### src/acss_pkg.sv
// ----------------------------------------------------------------------------
// ADC channel scan sequencer package
// Phase codes, command codes and field widths shared by the scan sequencer.
// ----------------------------------------------------------------------------
package acss_pkg;

  // channel count default and field widths
  localparam int unsigned DefChannels = 8;
  localparam int unsigned ChanW       = 3;
  localparam int unsigned WordW       = 24;
  localparam int unsigned SettleW     = 16;
  localparam int unsigned FuncW       = 2;
  localparam int unsigned SelW        = 2;
  localparam int unsigned PhaseW      = 3;

  // stream widths (whole bytes)
  localparam int unsigned InDataW  = 32;
  localparam int unsigned OutDataW = 64;

  localparam logic [SettleW-1:0] SettleReset = 16'd2;
  localparam logic [SettleW-1:0] SettleMax   = 16'hFFFF;

  // command codes carried in tuser
  localparam logic [FuncW-1:0] FUNC_TICK    = 2'd0;
  localparam logic [FuncW-1:0] FUNC_HOLD    = 2'd1;
  localparam logic [FuncW-1:0] FUNC_RELEASE = 2'd2;

  // trigger and read select codes
  localparam logic [SelW-1:0] SEL_NONE    = 2'd0;
  localparam logic [SelW-1:0] SEL_CURRENT = 2'd1;
  localparam logic [SelW-1:0] SEL_VOLTAGE = 2'd2;

  // scan phases
  localparam logic [PhaseW-1:0] PH_IDLE   = 3'd0;
  localparam logic [PhaseW-1:0] PH_OPEN   = 3'd1;
  localparam logic [PhaseW-1:0] PH_SETTLE = 3'd2;
  localparam logic [PhaseW-1:0] PH_TRIG_I = 3'd3;
  localparam logic [PhaseW-1:0] PH_READ_I = 3'd4;
  localparam logic [PhaseW-1:0] PH_READ_V = 3'd5;
  localparam logic [PhaseW-1:0] PH_PARKED = 3'd6;

endpackage

### src/adc_channel_scan_sequencer.sv
// ----------------------------------------------------------------------------
// ADC channel scan sequencer
// Tick-driven round-robin scan of analog channels through a mux and two
// converters, with hold (park) on a requested channel.
// ----------------------------------------------------------------------------
// Usage:
//   The slave stream carries one command per transaction: tuser holds the
//   command (tick, hold request, hold release), tdata holds the hold channel
//   and the converter word read back during that tick. Every accepted
//   transaction yields exactly one result transaction on the master stream
//   with the mux, converter and sample controls for that tick.
//   The result is registered: a command accepted at one edge shows its result
//   on the master stream right after that edge. Throughput is one command per
//   cycle while the receiver takes each result; the scan state and the result
//   register are updated together from a single pass of phase logic.
//   The cfg channel writes settle_ticks and is always ready; write it only
//   while no result is outstanding.
//   Reset puts the scan in idle at channel 0, clears any hold request and
//   sets settle_ticks to 2. When the receiver stalls, the result register
//   holds its transaction and s_axis_tready drops until it is taken.
// ----------------------------------------------------------------------------
module adc_channel_scan_sequencer
  import acss_pkg::*;
#(
  parameter int unsigned CHANNELS = DefChannels
) (
  input  logic                clk_i,
  input  logic                rst_ni,
  // slave stream
  input  logic                s_axis_tvalid,
  output logic                s_axis_tready,
  input  logic [InDataW-1:0]  s_axis_tdata,   // ir_channel[2:0], adc_word[26:3]
  input  logic [FuncW-1:0]    s_axis_tuser,   // func[1:0]
  // master stream
  output logic                m_axis_tvalid,
  input  logic                m_axis_tready,
  output logic [OutDataW-1:0] m_axis_tdata,   // mux_reset[0], mux_open[1],
                                              // mux_channel[4:2], convert_start[5],
                                              // trigger_select[7:6], read_select[9:8],
                                              // sample_valid[10], sample_channel[13:11],
                                              // current_code[37:14], voltage_code[61:38],
                                              // parked[62]
  // configuration write
  input  logic                cfg_valid_i,
  output logic                cfg_ready_o,
  input  logic [SettleW-1:0]  cfg_data_i
);

  localparam int unsigned ScanW = (CHANNELS > 8) ? 4 : 3;
  localparam logic [ScanW:0] ChanCount = (ScanW+1)'(CHANNELS);

  logic in_acc;
  logic out_acc;

  logic [PhaseW-1:0]  phase_q, phase_d;
  logic [SettleW-1:0] settle_count_q, settle_count_d;
  logic [SettleW-1:0] settle_ticks_q;
  logic [ScanW-1:0]   scan_channel_q, scan_channel_d;
  logic [ChanW-1:0]   hold_target_q, hold_target_d;
  logic               hold_pending_q, hold_pending_d;
  logic [WordW-1:0]   held_current_q, held_current_d;

  logic               out_valid_q;
  logic [OutDataW-1:0] out_data_q, out_data_d;

  logic [FuncW-1:0]  func;
  logic [ChanW-1:0]  ir_channel;
  logic [WordW-1:0]  adc_word;

  logic [ScanW-1:0]   next_chan;
  logic [ScanW:0]     chan_inc;
  logic [SettleW-1:0] settle_inc;

  // result fields
  logic               m_reset, m_open, conv, valid;
  logic [ScanW-1:0]   m_chan, s_chan;
  logic [SelW-1:0]    trig, rsel;
  logic [WordW-1:0]   i_code, v_code;

  assign func       = s_axis_tuser;
  assign ir_channel = s_axis_tdata[ChanW-1:0];
  assign adc_word   = s_axis_tdata[ChanW+WordW-1:ChanW];

  assign out_acc       = out_valid_q & m_axis_tready;
  assign s_axis_tready = ~out_valid_q | m_axis_tready;
  assign in_acc        = s_axis_tvalid & s_axis_tready;
  assign cfg_ready_o   = 1'b1;

  // wrap at the channel count
  assign chan_inc  = {1'b0, scan_channel_q} + 1'b1;
  assign next_chan = (chan_inc >= ChanCount) ? '0 : chan_inc[ScanW-1:0];

  assign settle_inc = (settle_count_q == SettleMax) ? settle_count_q
                                                    : settle_count_q + 1'b1;

  always_comb begin
    phase_d        = phase_q;
    settle_count_d = settle_count_q;
    scan_channel_d = scan_channel_q;
    hold_target_d  = hold_target_q;
    hold_pending_d = hold_pending_q;
    held_current_d = held_current_q;
    m_reset = 1'b0;
    m_open  = 1'b0;
    m_chan  = '0;
    conv    = 1'b0;
    trig    = SEL_NONE;
    rsel    = SEL_NONE;
    valid   = 1'b0;
    s_chan  = '0;
    i_code  = '0;
    v_code  = '0;

    unique case (func)
      FUNC_HOLD: begin
        hold_target_d  = ir_channel;
        hold_pending_d = 1'b1;
      end
      FUNC_RELEASE: begin
        hold_pending_d = 1'b0;
        m_reset        = 1'b1;
        phase_d        = PH_IDLE;
      end
      FUNC_TICK: begin
        unique case (phase_q)
          PH_IDLE: begin
            m_reset        = 1'b1;
            settle_count_d = '0;
            scan_channel_d = '0;
            phase_d        = PH_OPEN;
          end
          PH_OPEN: begin
            m_open = 1'b1;
            if (hold_pending_q) begin
              // park on the requested channel
              scan_channel_d = ScanW'(hold_target_q);
              m_chan         = ScanW'(hold_target_q);
              phase_d        = PH_PARKED;
            end else begin
              settle_count_d = '0;
              m_chan         = scan_channel_q;
              phase_d        = PH_SETTLE;
            end
          end
          PH_SETTLE: begin
            settle_count_d = settle_inc;
            if (settle_inc >= settle_ticks_q) begin
              conv           = 1'b1;
              settle_count_d = '0;
              phase_d        = PH_TRIG_I;
            end
          end
          PH_TRIG_I: begin
            m_reset = 1'b1;
            trig    = SEL_CURRENT;
            phase_d = PH_READ_I;
          end
          PH_READ_I: begin
            // read current, open ahead onto the next channel
            m_open         = 1'b1;
            m_chan         = next_chan;
            held_current_d = adc_word;
            rsel           = SEL_CURRENT;
            trig           = SEL_VOLTAGE;
            phase_d        = PH_READ_V;
          end
          PH_READ_V: begin
            rsel   = SEL_VOLTAGE;
            valid  = 1'b1;
            s_chan = scan_channel_q;
            i_code = held_current_q;
            v_code = adc_word;
            if (!hold_pending_q) begin
              scan_channel_d = next_chan;
              settle_count_d = settle_inc;
              phase_d        = PH_SETTLE;
            end else begin
              m_reset = 1'b1;
              phase_d = PH_OPEN;
            end
          end
          PH_PARKED: begin
          end
          default: begin
            phase_d = PH_IDLE;
          end
        endcase
      end
      default: begin
      end
    endcase

    out_data_d = {1'b0,
                  (phase_d == PH_PARKED),
                  v_code,
                  i_code,
                  s_chan[ChanW-1:0],
                  valid,
                  rsel,
                  trig,
                  conv,
                  m_chan[ChanW-1:0],
                  m_open,
                  m_reset};
  end

  always_ff @(posedge clk_i or negedge rst_ni) begin
    if (!rst_ni) begin
      phase_q        <= PH_IDLE;
      settle_count_q <= '0;
      scan_channel_q <= '0;
      hold_target_q  <= '0;
      hold_pending_q <= 1'b0;
      settle_ticks_q <= SettleReset;
      out_valid_q    <= 1'b0;
    end else begin
      if (cfg_valid_i) begin
        settle_ticks_q <= cfg_data_i;
      end
      if (in_acc) begin
        phase_q        <= phase_d;
        settle_count_q <= settle_count_d;
        scan_channel_q <= scan_channel_d;
        hold_target_q  <= hold_target_d;
        hold_pending_q <= hold_pending_d;
        out_valid_q    <= 1'b1;
      end else if (out_acc) begin
        out_valid_q <= 1'b0;
      end
    end
  end

  // payload registers
  always_ff @(posedge clk_i) begin
    if (in_acc) begin
      held_current_q <= held_current_d;
      out_data_q     <= out_data_d;
    end
  end

  assign m_axis_tvalid = out_valid_q;
  assign m_axis_tdata  = out_data_q;

  // every accepted command leaves a result behind
  assert property (@(posedge clk_i) disable iff (!rst_ni)
    in_acc |=> out_valid_q)
    else $error("accepted command produced no result");

  // a release always lands in idle with the hold cleared
  assert property (@(posedge clk_i) disable iff (!rst_ni)
    in_acc && func == FUNC_RELEASE |=> phase_q == PH_IDLE && !hold_pending_q)
    else $error("hold release did not return to idle");

  // a conversion start is followed by the current trigger phase
  assert property (@(posedge clk_i) disable iff (!rst_ni)
    in_acc && func == FUNC_TICK && conv |=> phase_q == PH_TRIG_I)
    else $error("conversion start without current trigger phase");

  // a current read is always followed by the voltage read phase
  assert property (@(posedge clk_i) disable iff (!rst_ni)
    in_acc && func == FUNC_TICK && phase_q == PH_READ_I |=> phase_q == PH_READ_V)
    else $error("current read not followed by voltage read");

endmodule
### config.mk
export PLATFORM = sky130hd
export DESIGN_NAME = adc_channel_scan_sequencer
export DESIGN_NICKNAME = d
export VERILOG_FILES = /design/src/acss_pkg.sv /design/src/adc_channel_scan_sequencer.sv
export SDC_FILE = /design/constraint.sdc
export NUM_CORES = 1
export LEC_CHECK = 0
export ABC_AREA = 1
export CAP_MARGIN = 20
export CORE_MARGIN = 3
export CORE_UTILIZATION = 57
export DETAILED_ROUTE_END_ITERATION = 16
export DONT_BUFFER_PORTS = 1
export HOLD_SLACK_MARGIN = 0.06
export MAX_ROUTING_LAYER = met4
export PLACE_DENSITY = 0.84
export SLEW_MARGIN = 20
export SYNTH_ARGS = -nofsm -noshare
export SYNTH_HDL_FRONTEND = slang
export SYNTH_SLANG_ARGS = --single-unit
### constraint.sdc
create_clock -name clk_i -period 2.69 [get_ports clk_i]
set_input_delay 0.807 -clock clk_i [delete_from_list [all_inputs] [get_ports clk_i]]
set_output_delay 0.807 -clock clk_i [all_outputs]
set_load 0.02 [all_outputs]
; Word level (Yosys, flattened, before mapping)
; Index checks and enable logic that the tools add are counted.
[totals]
reg_bits = 130
wordCells = 73
output_inout_bits = 67
[op_classes]
magnitude_cmp = 2
add_sub_neg = 2
bitwise = 4
n_eq_ne = 12
n_mux = 26
reduce_logical = 15
[ops]
columns = cell, n
row1 = 16-bit 2-to-1 mux, 4
row2 = 16-bit one-hot mux with 4 select lines, 1
row3 = 3-bit one-hot mux with 7 select lines, 1
row4 = 16-bit by 1-bit adder with 16-bit output (second input constant), 1
row5 = 16-bit == test (second input constant), 1
row6 = 16-bit >= comparator, 1
row7 = 3-bit 2-to-1 mux, 5
row8 = 3-bit == test (second input constant), 4
row9 = 3-bit one-hot mux with 2 select lines, 2
row10 = 3-bit one-hot mux with 3 select lines, 1
row11 = 2-bit one-hot mux with 2 select lines, 2
row12 = 2-bit AND reduction, 4
row13 = 3-bit by 2-bit == test with 1-bit output (second input constant), 2
row14 = 1-bit 2-to-1 mux, 6
row15 = 1-bit one-hot mux with 2 select lines, 3
row16 = 5-bit AND reduction, 1
row17 = 3-bit by 1-bit adder with 4-bit output (second input constant), 1
row18 = 4-bit >= comparator (second input constant), 1
row19 = 2-bit inequality test (second input constant), 2
row20 = 4-bit AND reduction, 1
row21 = 2-bit nonzero test, 2
row22 = 4-bit nonzero test, 1
row23 = 2-bit OR reduction, 2
row24 = 3-bit by 1-bit == test with 1-bit output (second input constant), 1
row25 = other kinds (10), 11

; Longest topological paths before layout
[depth]
word_depth = 7
depth_mapped = 26
mapped_depth_nobuf = 26

; Worst setup path after synthesis
; Ideal clock, no wire load.
[synth_path]
path_type = input to register
start = input port m_axis_tready
end = register hold_target_q[0]
t_arrival_ps = 3337
required_time_ps = 2565
path_slack_ps = -772
setup_ps = 125
stages = 6
cell_sequence = inv_1 -> nand2_1 -> nand2_1 -> clkinv_1 -> nand2_1 -> mux2_2
[synth_via]
elab_chain_len = 3
[synth_lines]
columns = item, line
row1 = from (decl), adc_channel_scan_sequencer.sv:36  ; input logic m_axis_tready,
row2 = 1-bit bitwise OR, adc_channel_scan_sequencer.sv:85  ; assign s_axis_tready = ~out_valid_q | m_axis_tready;
row3 = named net s_axis_tready, adc_channel_scan_sequencer.sv:31  ; output logic s_axis_tready,
row4 = 1-bit bitwise AND, adc_channel_scan_sequencer.sv:86  ; assign in_acc = s_axis_tvalid & s_axis_tready;
row5 = named net in_acc, adc_channel_scan_sequencer.sv:52  ; logic in_acc;
row6 = 2-bit AND reduction (no line), --
row7 = to (signal assigned), adc_channel_scan_sequencer.sv:224  ; hold_target_q <= hold_target_d;
row8 = to (decl), adc_channel_scan_sequencer.sv:59  ; logic [ChanW-1:0] hold_target_q, hold_target_d;
; The timed path passes the listed nets, and every way through them passes these cells.
; A chain may end at the register's enable or synchronous reset.

; Final worst setup path
[layout_path]
start = register settle_count_q[1]
end = register settle_count_q[12]
[layout_via]
elab_chain_len = 5
elab_cells_between_ends = 7
cone_classes = add/sub: 1 / order compare: 1 / eq/ne: 1 / mux: 4
[layout_lines]
columns = item, line
row1 = from (decl), adc_channel_scan_sequencer.sv:56  ; logic [SettleW-1:0] settle_count_q, settle_count_d;
row2 = from (signal assigned), adc_channel_scan_sequencer.sv:222  ; settle_count_q <= settle_count_d;
row3 = 16-bit by 1-bit adder with 16-bit output or 16-bit == test (tied branches), "adc_channel_scan_sequencer.sv:94, adc_channel_scan_sequencer.sv:93"
row4 = 16-bit 2-to-1 mux (*), adc_channel_scan_sequencer.sv:93  ; assign settle_inc = (settle_count_q == SettleMax) ? settle_count_q
row5 = 16-bit >= comparator, adc_channel_scan_sequencer.sv:147  ; if (settle_inc >= settle_ticks_q) begin
row6 = 16-bit 2-to-1 mux, adc_channel_scan_sequencer.sv:147
row7 = 16-bit one-hot mux with 4 select lines (*), adc_channel_scan_sequencer.sv:125  ; unique case (phase_q)
; Every way passes the cells marked *; elsewhere a longest branch is shown, timed or not. The select of a mux whose other input is x is not followed.

==> impl_metrics.toml <==
[status]
status = "finished with violations"
violations = "negative setup slack"

[final_layout]
finalCoreUtilization_pct = 74.0
design_area_um2 = 7300
drive_gt1_share_pct = 25.0
syn2layout_area_growth_pct = 25.5
diodes = 0
layout.nets = 700

[worst_setup_path]
criticalPathCategory = "reg2reg"
cp_top_family = "simple AND/OR/NAND/NOR gates"
crit_chain = "ha_2 > nand2_4 > buf_6 > nor2_4 > nand4_1 > or2_4 > o21a_1 > inv_2 > ha_4 > nand2_1 > inv_1 > nand2_1 > nand2_1 > nand2_1 > nand2_1 > nand2_1 > nand2_2 > nand2_2 > nand2_4 > buf_6 > o22ai_1"
worst_setup_path_start_kind = "flip-flop"
cp.required_ns = 3.13
crit_top_cell = "nand2_1"
r2r_start = "settle_count_q[1]$_DFFE_PN0P_"
path_buf_inv = 4
rrSetupSlack_ns = -0.29
r2r_cells = 21
critPathMaxFanout = 8
r2r-end = "settle_count_q[12]$_DFFE_PN0P_"
cpPeakStageDelay_ns = 0.36
cp.arrival_ns = 3.42
end_kind = "flip-flop"
cp_slowest_cell = "or2_4"

[synthesis]
syn_area_um2 = 5820
yosysTopAreaCellShare_pct = 44.4
synth-seq-area-share_pct = 62.9
muxShareOfSynthArea_pct = 0.774
yosysUniqueCellTypes = 33
synth_compound_area_share_pct = 6.02
synth_seq_cells = 129
synth_xor_area_share_pct = 1.81
syn_nets = 652
yosysWarnings = 0
yosys-top-cells-area = "edfxtp_1 44%, dfrtp_1 18%, inv_1 7.2%"
synth.avg_cell_area_um2 = 10.1
synth_cells = 576
synthSimpleGateAreaFrac_pct = 15.2
synth_top_family_by_area = "simple AND/OR/NAND/NOR gates"
synth_top_area_cell = "edfxtp_1"
synth_fa_ha_area_share_pct = 4.52

[timing]
fin_crit_sh_pct = 111
setup_viol = 19
timing.final.crit_period_ns = 2.98
fin_hold_ws_ns = 0.126
drv_slew = 0
fin_ws_ns = -0.286
timing_hold_violations_final = 0
max_freq_ghz = 0.336
finClkSkew_ns = 0.00921
rsz0062_at_grt = "yes"

[cts]
cts-root-buf = "clkbuf_8"
cts_buffers = 17
clock-sinks = 129
cts_buffer_depth = 2
clkTransAtPathRegs_ns = 0.06
clock_latency_ns = 0.52
htree_num_levels = 4
cts_tree = "built"

[routing]
firstDrtPassIters = 6
vias = 4374
wl_um = 15100
routedWlPerCell_um = 19.6
drt-vias-per-instance = 5.68
drc = 0
drtIter0Drc = 455
ant_nets = 0

[global_routing]
grtUsageTotal_pct = 25.7
antenna_found_initial = 0
grt_pass1_vias = 4324
grt_start_max_net_pins = 62
grt_pass1_wl_um = 21600
overflow = 0

[floorplan]
die_height_um = 107
core_um2 = 9860
io_pins = 122
start_util_pct = 59.0
dieArea_um2 = 11500
fp.dieW_um = 107
rows = 36

[placed_design]
port_buffers = 0
gp_congestion = 0.917
post_dp_cell_area_um2 = 6170
dp_hpwl_um = 8750
dp_slack_ns = -0.313

[job]
max_cap_violations = 0

[power_and_ir_drop]
fin_total_pwr_w = 0.00582
static-leakage-power_nw = 3.39
ir_worst_vdd_uv = 417
p_per_area_nw_per_um2 = 797

[worst_hold_path]
hp-class = "in2async"
[power breakdown]
| group | total, W | switching [W] | internal [W] |
|---|---|---|---|
| logic | 0.000886 | 0.000549 | 0.000337 |
| clock network | 0.00246 | 0.000925 | 0.00153 |
| registers | 0.00247 | 0.000179 | 0.00229 |
[synth_stat cells]
cell,n
nand2_4,2
buf_2,1
clkbuf_1,9
o31ai_1,1
o21a_1,1
inv_2,5
nand2_2,5
nand3_1,3
o21ai_0,33
a21oi_1,9
mux2_2,4
o22ai_1,10
inv_1,112
or2_1,1
a21oi_2,1
nor2_4,3
xnor2_1,4
xor2_1,8
a31o_2,1
ha_1,21
nor2_1,73
nor2_2,4
nor3_1,6
conb_1,2
nand2_1,112
nand4_1,4
a211oi_1,2
clkinv_1,1
dfrtp_1,42
buf_4,3
edfxtp_1,86
dfstp_2,1
o21ai_1,6
[flip-flops by register name (all words and copies together), names as in the netlist]
signal / flops
m_axis_tdata: 62
held_current_q: 24
settle_count_q: 16
settle_ticks_q: 16
hold_target_q: 3
phase_q: 3
scan_channel_q: 3
hold_pending_q: 1
m_axis_tvalid: 1
[per-layer routing]
layer	vias up	share of wire, %	global-route usage [%]
li1	1920	-	-
met1	2136	34	26.9
met2	249	56	46.0
met3	69	6.2	4.82
met4	0	3.8	13.2
met5	-	0	-
[through the flow]
stage / instances / TNS [ns]
6_report: 770 / -4.33
5_1_grt: 770 / -6.69
4_1_cts: 761 / -0.407
3_5_place_dp: 723 / -3.95
3_3_place_gp: 723 / -1.67
2_1_floorplan: 576 / -0.0244
[worst max-delay path by stage]
| stage | start | endpoint | depth (start not counted) |
|---|---|---|---|
| 5_1_grt | settle_count_q[1]$_DFFE_PN0P_ | settle_count_q[12]$_DFFE_PN0P_ | 21 |
| 3_3_place_gp | settle_count_q[0]$_DFFE_PN0P_ | m_axis_tdata[62]$_DFFE_PP_ | 24 |
| 4_1_cts | settle_count_q[1]$_DFFE_PN0P_ | m_axis_tdata[62]$_DFFE_PP_ | 19 |
| 2_1_floorplan | m_axis_tready | hold_target_q[0]$_DFFE_PN0P_ | 6 |
| 3_5_place_dp | settle_count_q[0]$_DFFE_PN0P_ | settle_count_q[3]$_DFFE_PN0P_ | 24 |
| 6_report | settle_count_q[1]$_DFFE_PN0P_ | settle_count_q[12]$_DFFE_PN0P_ | 21 |
[final cells by class]
class / instances / area (µm²)
clock buffer: 17 / 414
clock inverter: 15 / 219
fill: 551 / 2560
inverter: 118 / 454
multi-input combinational: 316 / 2000
sequential: 129 / 3660
tap: 133 / 166
timing repair buffer: 41 / 384
timing repair inverter: 1 / 6.26
[repair_timing]
item	4_1_cts	5_1_grt
hold buffers	1	0
cloned	0	1
resized for setup	40	44
buffers inserted	5	8
endpoints found under the hold margin	42	0
endpoints found under the setup margin	19	19
pin swaps	16	17
[layout by cell type, fill, tap and decap left out, types with 5 or more instances in the layout]
cell	instances
inv_1	108
nand2_1	89
edfxtp_1	86
nor2_1	68
dfrtp_1	42
buf_4	32
o21ai_0	30
nand2_2	20
clkbuf_16	16
ha_1	12
nand2_4	10
a21oi_1	8
ha_4	8
xor2_1	7
inv_2	7
nor2_4	6
nor2_2	6
o22ai_1	6
inv_6	5
buf_6	5
[logic make-up after synthesis]
logic type	count (synthesis)
other	2
XOR/XNOR	12
adder cells (fa/ha/maj)	21
multiplexers	4
AND/OR/NAND/NOR	213
AO/OA/AOI/OAI	64
buffers and inverters	131
flip-flops	129
(Power assumes the default switching activity.)
